`config.mk`:
```
export PLATFORM = sky130hd
export DESIGN_NAME = char_class_tokenizer
export DESIGN_NICKNAME = d
export VERILOG_FILES = /design/src/design/cct_pkg.sv /design/src/design/char_class_tokenizer.sv /design/src/design/cct_cfg_regs.sv /design/src/design/cct_step.sv
export VERILOG_INCLUDE_DIRS = /design/src /design/src/design
export SDC_FILE = /design/constraint.sdc
export NUM_CORES = 1
export LEC_CHECK = 0
export CORE_MARGIN = 4
export CORE_UTILIZATION = 40
export DETAILED_ROUTE_END_ITERATION = 10
export DONT_BUFFER_PORTS = 1
export PLACE_DENSITY_LB_ADDON = 0.08
export RECOVER_POWER = 100
export SLEW_MARGIN = 25
export SYNTH_ARGS = -nofsm -noshare
export SYNTH_HDL_FRONTEND = slang
export SYNTH_SLANG_ARGS = --single-unit
```
`constraint.sdc`:
```
create_clock -name clk -period 4.35 [get_ports clk]
set_input_delay 0.87 -clock clk [delete_from_list [all_inputs] [get_ports clk]]
set_output_delay 0.87 -clock clk [all_outputs]
set_load 0.02 [all_outputs]
```
`src/design/assert_macros.svh`:
```
// Assertion macros used by the tokenizer top level.
`ifndef ASSERT_MACROS_SVH
`define ASSERT_MACROS_SVH

// Checks a property on every rising clock edge outside reset.
`define ASSERT_CLK(label, clk, rst, prop, msg) \
  label: assert property (@(posedge clk) disable iff (rst) prop) else $error(msg);

// Checks that an expression is never true outside reset.
`define ASSERT_NEVER(label, clk, rst, expr, msg) \
  label: assert property (@(posedge clk) disable iff (rst) !(expr)) else $error(msg);

`endif

```
`src/design/cct_pkg.sv`:
```
// Types, codes and the character classifier shared by the tokenizer modules.
`timescale 1ns / 1ps

package cct_pkg;

  // Lexer states, also the token classes reported with each token.
  localparam logic [2:0] ST_START  = 3'd0;
  localparam logic [2:0] ST_SPACE  = 3'd1;
  localparam logic [2:0] ST_WORD   = 3'd2;
  localparam logic [2:0] ST_NUMBER = 3'd3;
  localparam logic [2:0] ST_SYMBOL = 3'd4;
  // In the from field of an override this means every state; in the to field,
  // this value and anything above it means error.
  localparam logic [2:0] ST_ALL    = 3'd5;
  localparam logic [2:0] ST_ERROR  = 3'd5;

  // Configuration register indexes.
  localparam int unsigned CFG_INDEX_BITS = 3;
  localparam logic [CFG_INDEX_BITS-1:0] CFG_WIDE_SUBST = 3'd0;
  localparam logic [CFG_INDEX_BITS-1:0] CFG_OVERRIDE_A = 3'd1;
  localparam logic [CFG_INDEX_BITS-1:0] CFG_OVERRIDE_B = 3'd2;
  localparam logic [CFG_INDEX_BITS-1:0] CFG_OVERRIDE_C = 3'd3;
  localparam logic [CFG_INDEX_BITS-1:0] CFG_OVERRIDE_D = 3'd4;
  localparam int unsigned CFG_OVERRIDE_REGS = 4;
  localparam int unsigned CFG_DATA_BITS = 16;

  localparam logic [7:0] WIDE_SUBST_RESET = 8'd63;
  localparam logic [15:0] TOKEN_LENGTH_MAX = 16'hFFFF;

  typedef struct packed {
    logic        kind;
    logic [15:0] symbol;
  } char_t;

  typedef struct packed {
    logic [2:0]  token_state;
    logic [15:0] token_length;
    logic        is_error;
  } token_t;

  // Layout of one transition override register.
  typedef struct packed {
    logic       valid;
    logic [2:0] from_state;
    logic [7:0] symbol;
    logic [2:0] to_state;
    logic       accept;
  } ovr_t;

  // C locale classification of a byte into the state it leads to.
  function automatic logic [2:0] class_of(input logic [7:0] b);
    logic [2:0] cls;
    if (b == 8'd0) begin
      cls = ST_START;
    end else if ((b >= 8'd65 && b <= 8'd90) || (b >= 8'd97 && b <= 8'd122)) begin
      cls = ST_WORD;
    end else if (b >= 8'd48 && b <= 8'd57) begin
      cls = ST_NUMBER;
    end else if ((b >= 8'd9 && b <= 8'd13) || b == 8'd32) begin
      cls = ST_SPACE;
    end else begin
      cls = ST_SYMBOL;
    end
    return cls;
  endfunction

endpackage

```
`src/design/char_class_tokenizer.sv`:
```
// Top level of the character-class tokenizer: input stage, lexer state and result register.
`timescale 1ns / 1ps
`include "assert_macros.svh"

// Channel   Signals                              Direction  Transaction
// char      char_valid, char_ready, char_data    in         one character or restart
// token     token_valid, token_ready, token_data out        one finished token or error
// cfg       cfg_valid, cfg_ready, cfg_index,     in         one register write
//           cfg_data
//
// The block takes one character per cycle. An accepted character waits in the input
// register until the token register can take a value, and its token, if any, is loaded
// at that edge. A waiting token holds the input register, so char_ready is low while
// both are full. Synchronous reset clears the lexer state, the run length, all valid
// flags and the configuration registers; configuration writes are always taken at once.
module char_class_tokenizer #(
  parameter int LENGTH_BITS    = 16,
  parameter int OVERRIDE_SLOTS = 4
) (
  input  logic                                clk,
  input  logic                                rst,
  input  logic                                char_valid,
  output logic                                char_ready,
  input  cct_pkg::char_t                      char_data,
  output logic                                token_valid,
  input  logic                                token_ready,
  output cct_pkg::token_t                     token_data,
  input  logic                                cfg_valid,
  output logic                                cfg_ready,
  input  logic [cct_pkg::CFG_INDEX_BITS-1:0]  cfg_index,
  input  logic [cct_pkg::CFG_DATA_BITS-1:0]   cfg_data
);
  import cct_pkg::*;

  // Only four override registers exist, so at most four slots are ever live.
  localparam int SLOTS = (OVERRIDE_SLOTS < CFG_OVERRIDE_REGS) ?
                         OVERRIDE_SLOTS : CFG_OVERRIDE_REGS;

  logic                   in_valid_q;
  char_t                  in_q;
  logic [2:0]             lexer_state;
  logic [LENGTH_BITS-1:0] run_length;
  logic [7:0]             substitute;
  ovr_t [SLOTS-1:0]       ovr;

  logic                   advance;
  logic                   process;
  logic                   emit;
  token_t                 result;
  logic [2:0]             lexer_state_next;
  logic [LENGTH_BITS-1:0] run_length_next;

  // The token register can take a new value when it is empty or being drained.
  assign advance    = !token_valid || token_ready;
  assign process    = in_valid_q && advance;
  assign char_ready = !in_valid_q || advance;
  assign cfg_ready  = 1'b1;

  cct_cfg_regs #(
    .SLOTS(SLOTS)
  ) u_cfg (
    .clk       (clk),
    .rst       (rst),
    .cfg_valid (cfg_valid),
    .cfg_index (cfg_index),
    .cfg_data  (cfg_data),
    .substitute(substitute),
    .ovr       (ovr)
  );

  cct_step #(
    .LENGTH_BITS(LENGTH_BITS),
    .SLOTS      (SLOTS)
  ) u_step (
    .item           (in_q),
    .cur_state      (lexer_state),
    .run_length     (run_length),
    .substitute     (substitute),
    .ovr            (ovr),
    .emit           (emit),
    .result         (result),
    .next_state     (lexer_state_next),
    .next_run_length(run_length_next)
  );

  // Control state.
  always_ff @(posedge clk) begin
    if (rst) begin
      in_valid_q  <= 1'b0;
      token_valid <= 1'b0;
      lexer_state <= ST_START;
      run_length  <= '0;
    end else begin
      if (char_ready) begin
        in_valid_q <= char_valid;
      end
      if (advance) begin
        token_valid <= process && emit;
      end
      if (process) begin
        lexer_state <= lexer_state_next;
        run_length  <= run_length_next;
      end
    end
  end

  // Payload registers carry no reset.
  always_ff @(posedge clk) begin
    if (char_valid && char_ready) begin
      in_q <= char_data;
    end
    if (process && emit) begin
      token_data <= result;
    end
  end

  `ASSERT_NEVER(a_state_range, clk, rst, lexer_state > ST_SYMBOL,
    "lexer state left the range of token classes")

  `ASSERT_CLK(a_error_zero_fields, clk, rst,
    (token_valid && token_data.is_error) |->
      (token_data.token_state == ST_START && token_data.token_length == 16'd0),
    "error token carries a nonzero class or length")

  `ASSERT_CLK(a_input_hold, clk, rst,
    (in_valid_q && token_valid && !token_ready) |=> (in_valid_q && $stable(in_q)),
    "input register changed while the token register was stalled")

  `ASSERT_CLK(a_restart_clears, clk, rst,
    (process && in_q.kind) |=> (lexer_state == ST_START && run_length == '0),
    "restart did not return the lexer to start with zero length")

endmodule

```
`src/design/cct_cfg_regs.sv`:
```
// Configuration registers: the wide-character substitute and the override slots.
`timescale 1ns / 1ps

module cct_cfg_regs #(
  parameter int SLOTS = 4
) (
  input  logic                                        clk,
  input  logic                                        rst,
  input  logic                                        cfg_valid,
  input  logic [cct_pkg::CFG_INDEX_BITS-1:0]          cfg_index,
  input  logic [cct_pkg::CFG_DATA_BITS-1:0]           cfg_data,
  output logic [7:0]                                  substitute,
  output cct_pkg::ovr_t [SLOTS-1:0]                   ovr
);
  import cct_pkg::*;

  always_ff @(posedge clk) begin
    if (rst) begin
      substitute <= WIDE_SUBST_RESET;
      ovr        <= '0;
    end else if (cfg_valid) begin
      if (cfg_index == CFG_WIDE_SUBST) begin
        substitute <= cfg_data[7:0];
      end
      for (int i = 0; i < SLOTS; i++) begin
        if (cfg_index == CFG_OVERRIDE_A + CFG_INDEX_BITS'(i)) begin
          ovr[i] <= ovr_t'(cfg_data);
        end
      end
    end
  end

endmodule

```
`src/design/cct_step.sv`:
```
// Next-state logic: classification, core transition, overrides and the token result.
`timescale 1ns / 1ps

module cct_step #(
  parameter int LENGTH_BITS = 16,
  parameter int SLOTS       = 4
) (
  input  cct_pkg::char_t                item,
  input  logic [2:0]                    cur_state,
  input  logic [LENGTH_BITS-1:0]        run_length,
  input  logic [7:0]                    substitute,
  input  cct_pkg::ovr_t [SLOTS-1:0]     ovr,
  output logic                          emit,
  output cct_pkg::token_t               result,
  output logic [2:0]                    next_state,
  output logic [LENGTH_BITS-1:0]        next_run_length
);
  import cct_pkg::*;

  localparam logic [LENGTH_BITS-1:0] LEN_MAX = {LENGTH_BITS{1'b1}};

  logic [7:0]             b;
  logic [2:0]             cls;
  logic [2:0]             to_state;
  logic                   accept;
  logic                   err;
  logic [LENGTH_BITS-1:0] base_len;
  logic [32:0]            run_wide;

  assign b        = (|item.symbol[15:8]) ? substitute : item.symbol[7:0];
  assign cls      = class_of(b);
  assign run_wide = 33'(run_length);

  always_comb begin
    to_state = cls;
    accept   = (cur_state == ST_SYMBOL) || (cur_state != ST_START && cls != cur_state);
    err      = 1'b0;
    // Later slots have higher priority, so the last match wins.
    for (int i = 0; i < SLOTS; i++) begin
      if (ovr[i].valid && ovr[i].symbol == b &&
          (ovr[i].from_state == cur_state || ovr[i].from_state == ST_ALL)) begin
        to_state = ovr[i].to_state;
        accept   = ovr[i].accept;
        err      = ovr[i].to_state >= ST_ERROR;
      end
    end
    if (cur_state == ST_START) begin
      accept = 1'b0;
    end
  end

  always_comb begin
    emit            = 1'b0;
    result          = '0;
    next_state      = cur_state;
    next_run_length = run_length;
    base_len        = run_length;
    if (item.kind) begin
      next_state      = ST_START;
      next_run_length = '0;
    end else if (err) begin
      // A refused symbol reports an error and leaves the state alone.
      emit            = 1'b1;
      result.is_error = 1'b1;
    end else begin
      if (accept) begin
        emit                = 1'b1;
        result.token_state  = cur_state;
        result.token_length = (run_wide > 33'(TOKEN_LENGTH_MAX)) ?
                              TOKEN_LENGTH_MAX : run_wide[15:0];
        base_len            = '0;
      end
      next_run_length = base_len;
      if (to_state != ST_START && base_len != LEN_MAX) begin
        next_run_length = base_len + LENGTH_BITS'(1);
      end
      next_state = to_state;
    end
  end

endmodule

```
# After elaboration in Yosys (flattened, before gate mapping)
# Cells that the tools add are included.
# op_classes
n_addsub	1
n_lt_le_gt_ge	13
n_eq_ne	21
mux	31
n_bitwise	1
reduce_logical	41
# ops
op	count
$mux W16	7
$eq A8 B8 Y1	4
$mux W3	10
$eq A3 B3 Y1 const B	6
$logic_and A1 B1 Y1	17
$add A16 B1 Y16 const B	1
$ge A8 B7 Y1 const B	2
$gt A16 B16 Y1 const B	1
$le A8 B7 Y1 const B	2
$ne A16 B16 Y1 const B	1
$mux W1	13
$eq A3 B3 Y1	4
$ge A3 B3 Y1 const B	4
$reduce_and A2 Y1	6
$logic_or A1 B1 Y1	9
$eq A8 B6 Y1 const B	1
$ge A8 B4 Y1 const B	1
$ge A8 B6 Y1 const B	1
$le A8 B4 Y1 const B	1
$le A8 B6 Y1 const B	1
$logic_not A8 Y1	1
$mux W8	1
$reduce_or A8 Y1	1
$eq A3 B2 Y1 const B	2
other kinds (8)	11
# word_totals
register_bits	130
input_bits	41
word_cells	138

# Logic depth before layout (Yosys ltp)
# logic_depth
ltp_word	25
ltp_mapped	20

# Modules after synthesis
# From an unflattened synthesis, not the netlist that was laid out.
# hier_totals
hier_cells	853
area_unflattened_um2	7945.1
# by_module_without_submodules
mod	instances	cells_per_inst	area_per_inst_um2
cct_cfg_regs	1	264	2949.1
cct_step	1	456	2926.6
char_class_tokenizer	1	133	2069.5

# Worst setup path after synthesis
# OpenSTA, ideal clock, no wires.
# synth_timing
path_type	register to register
startpoint	register in_q[13] (netlist bit)
endpoint	register run_length[2]
setup_ns	0.122
t_arrival_ns	4.433
t_required_ns	4.228
path_slack_ns	-0.205
stages_incl_launch_ff	21
path_buffers	3
cell_sequence	edfxtp_1 or4_1 buf_2 nor2_4 buf_6 a41oi_2 a32o_1 o32a_1 a211oi_4 o22a_1 clkbuf_1 and2_1 ha_1 and3_1 nand2_1 or2_2 nor2_1 nand2_1 o32ai_2 nor2_1 a221o_1
# synth_via
elab_chain_len	25
# synth_lines
element	line_no	rtl
from (decl)	char_class_tokenizer.sv:40	char_t in_q;
from (signal assigned)	char_class_tokenizer.sv:110	in_q <= char_data;
$reduce_or A8 Y1 (*)	cct_step.sv:30	assign b = (|item.symbol[15:8]) ? substitute : item.symbol[7:0];
$mux W8 (*)	cct_step.sv:30	
branches (longest 23 deep; another with $ge A8 B4 Y1)	-	
to (signal assigned)	char_class_tokenizer.sv:102	run_length <= run_length_next;
to (decl)	char_class_tokenizer.sv:42	logic [LENGTH_BITS-1:0] run_length;
# Every way passes the cells marked *. The select of a mux whose other input is x is not followed.
# A chain may end at the register's enable or synchronous reset.

# Final worst setup path
# layout_timing
startpoint	register in_q[14] (netlist bit)
endpoint	register run_length[2]
# Same word-level chain as after synthesis.

==> results.ini <==
[floorplanning]
initial_core_util=0.408
pin_count=64
fp.coreArea_sq_um=18000
die_h_um=144
rows=49
die_w_um=144
dieArea_sq_um=20600

[sta]
hold_viol_final=0
fin_worst_skew_ns=0.00769
fin_ws_ns=0.204
worst_slew_pin_slew_ns=1.20
rsz0062_at_grt=true
slew_headroom=0.197
maxSlewViolCount=0
setup_viol=0
holdWs_ns=0.465
period_share=0.953
fin_crit_ns=4.15
fmax_ghz=0.241

[synth]
synthCells=892
seq_area_frac_synth=0.404
yosysWarnings=0
syn_nets=934
syn-cell-area_sq_um=7350
syn_avg_cell_area_sq_um=8.25
synth.distinct_cells=84
synth_flop_cell=dfxtp_1
synth-edff-count=37
synth_seq_cells=130
ys_async_sr_fraction=0

[routing]
wirelength_mm=23.2
drc_errors=0
vias_per_cell=5.84
drtIter0Drc=530
ant_nets=0
detail_route.wl_per_cell_um=20.4
drtPass1Iterations=8
dr_total_vias=6631

[critical_path]
path_buf_inv=0
start_kind=flip-flop
cp.required_ns=4.66
crit_type=flip-flop to flip-flop
worstPathMaxFanout=6
cpMaxStageDelayCell=or4_4
end_kind=flip-flop
crit_family=simple AND/OR/NAND/NOR gates
crit_chain=or4_4, or4_1, nand3_1, nor3_2, and3_4, o31ai_4, o22a_1, and2_1, ha_2, and3_1, nand2_1, or2_4, nor2_4, nand2_2, o32ai_4, nor2_2, a221o_1
cpPeakStageDelay_ns=0.62
critical_path_arrival_ns=4.46

[place]
dp_hpwl_mm=17.3
port_buffers=0
place_congestion=0.934
place_ws_ns=-0.0308

[clock_tree]
cts-root-buf=clkbuf_16
cts_buffers=17
cts-hold-fix-buffers=0
clk_latency_ns=0.42
cts.reportedPaths.clkPinSlew_ns=0.06
clock_sinks=130
clk_path_buf_depth=2
cts_tree=yes
htreeDepth=4

[global_routing]
grt_overflow=0
grt_max_degree=84
antenna_found_initial=0
grt_pass1_vias=6482
grt_pass1_wl_mm=36.7
grt_util_all_layers=0.231

[power_and_ir_drop]
p_per_area_nw_per_um2=356
power.leakage_nw=2.79
vdd_ir_drop_max_v=0.000261

[finish]
seq_area_sq_um=2970
n_antenna_cell=0
area_growth_pct=15.4
fillers=1798
multiInputGateArea_sq_um=4210
drive_gt1_frac=0.139
final_nets=935

[status]
outcome=complete, no violations

[run]
max-cap-violations=0

[hold_path]
hp-class=flip-flop to flip-flop

## worst paths after layout
path,from,endpoint,slack [ns],depth (start not counted)
min,u_cfg.ovr[0],u_cfg.ovr[0],0.47,2
min reg2reg,u_cfg.ovr[0],u_cfg.ovr[0],0.47,2
max reg2reg,in_q[14],run_length[2],0.20,17
max,in_q[14],run_length[2],0.20,17
## final cells by class
cell class	instances	area share
Clock buffer	25	0.0638
Clock inverter	7	0.00796
Inverter	27	0.0119
Multi-Input combinational cell	677	0.496
Sequential cell	130	0.350
Tap cell	229	0.0338
Timing Repair Buffer	40	0.0358
## sequential cells by signal (all words and copies together) (netlist names)
signal            flops
in_q                 17
lexer_state           3
u_cfg.substitute      8
in_valid_q            1
u_cfg.ovr            64
token_valid           1
token_data           20
run_length           16
## power by group
group          internal, mW  leakage, nW  switching (mW)
logic                0.0937         1.35           0.136
clock network         0.920        0.303           0.541
registers              1.28         1.13          0.0533
## routing by layer
layer | up-vias | global-route usage | share of wire
met5 | - | 0 | 0
met4 | 0 | 0.0971 | 0.031
met3 | 36 | 0.0379 | 0.043
met2 | 180 | 0.396 | 0.50
met1 | 3218 | 0.288 | 0.43
li1 | 3197 | - | -
## placed cells by master, fill, tap and decap left out, types with 6 or more instances in the layout
cell type	netlist	layout
nor2b_1	10	10
nand3_1	36	34
o21ai_0	11	11
xor2_1	9	9
edfxtp_1	37	37
and2_1	29	27
nor2_1	30	28
o211ai_1	12	12
a211oi_1	7	6
nand2b_1	20	20
clkbuf_16	0	19
dfxtp_1	93	92
nand4_1	9	9
o22ai_1	7	6
o311ai_0	6	6
xnor2_1	33	33
nor3b_1	7	6
inv_1	27	27
nor3_1	17	13
nand3b_1	7	7
and3_1	7	7
a21oi_1	91	90
nand2_1	189	188
a211o_1	6	6
or3_1	8	8
buf_4	1	39
or2_2	8	6
or4_1	13	10
## worst min-delay path, cell delays in order (launching register included)
cell and delay [ns]:
dfxtp_1 0.31, nand2_1 0.06, a21oi_1 0.05
## cell usage after synthesis, types with 4 or more instances
master,n,share of area
a211o_1,6,0.0071
a211oi_1,7,0.0071
a21o_1,5,0.0051
a21oi_1,91,0.062
a221o_1,4,0.0054
a31o_2,4,0.0048
and2_1,29,0.025
and3_1,7,0.0060
buf_2,8,0.0054
clkbuf_1,47,0.024
dfxtp_1,93,0.25
edfxtp_1,37,0.15
inv_1,27,0.014
mux2i_1,5,0.0068
nand2_1,189,0.096
nand2b_1,20,0.017
nand3_1,36,0.024
nand3b_1,7,0.0071
nand4_1,9,0.0077
nand4b_1,5,0.0060
nor2_1,30,0.015
nor2b_1,10,0.0085
nor3_1,17,0.012
nor3b_1,7,0.0071
nor4_1,5,0.0043
o2111ai_1,4,0.0048
o211ai_1,12,0.012
o21ai_0,11,0.0075
o21ai_1,4,0.0027
o22ai_1,7,0.0060
o311ai_0,6,0.0071
or2_2,8,0.0068
or3_1,8,0.0068
or4_1,13,0.013
xnor2_1,33,0.039
xor2_1,9,0.011
## metrics by stage
| stage | total power [mW] | setup TNS, ns | std cells | utilization | area, sq um |
|---|---|---|---|---|---|
| 2_1_floorplan | 1.51 | 0 | 892 | - | 7390 |
| 3_3_place_gp | 1.57 | 0 | 1096 | 0.425 | 7670 |
| 3_5_place_dp | 1.57 | -0.0378 | 1096 | 0.425 | 7670 |
| 4_1_cts | 3.03 | 0 | 1128 | 0.460 | 8300 |
| 5_1_grt | 3.13 | -0.130 | 1135 | 0.471 | 8490 |
| 6_report | 3.02 | 0 | 1135 | 0.471 | 8490 |
## timing repair
item / 4_1_cts / 5_1_grt
pin swaps: 0 / 13
endpoints found under the hold margin: 0 / 0
endpoints found under the setup margin: 2 / 15
gates resized for setup: 3 / 28
buffers inserted: 0 / 7
## cell families after synthesis
| family | after synthesis | share of synthesized area |
|---|---|---|
| AND/OR/NAND/NOR | 418 | 0.291 |
| other | 1 | 0.000510 |
| XOR/XNOR | 42 | 0.0500 |
| buffers and inverters | 85 | 0.0473 |
| multiplexers | 5 | 0.00681 |
| adder cells (fa/ha/maj) | 1 | 0.00170 |
| AO/OA/AOI/OAI | 210 | 0.199 |
| flip-flops | 130 | 0.404 |
Power figures use the tool's default switching activity.
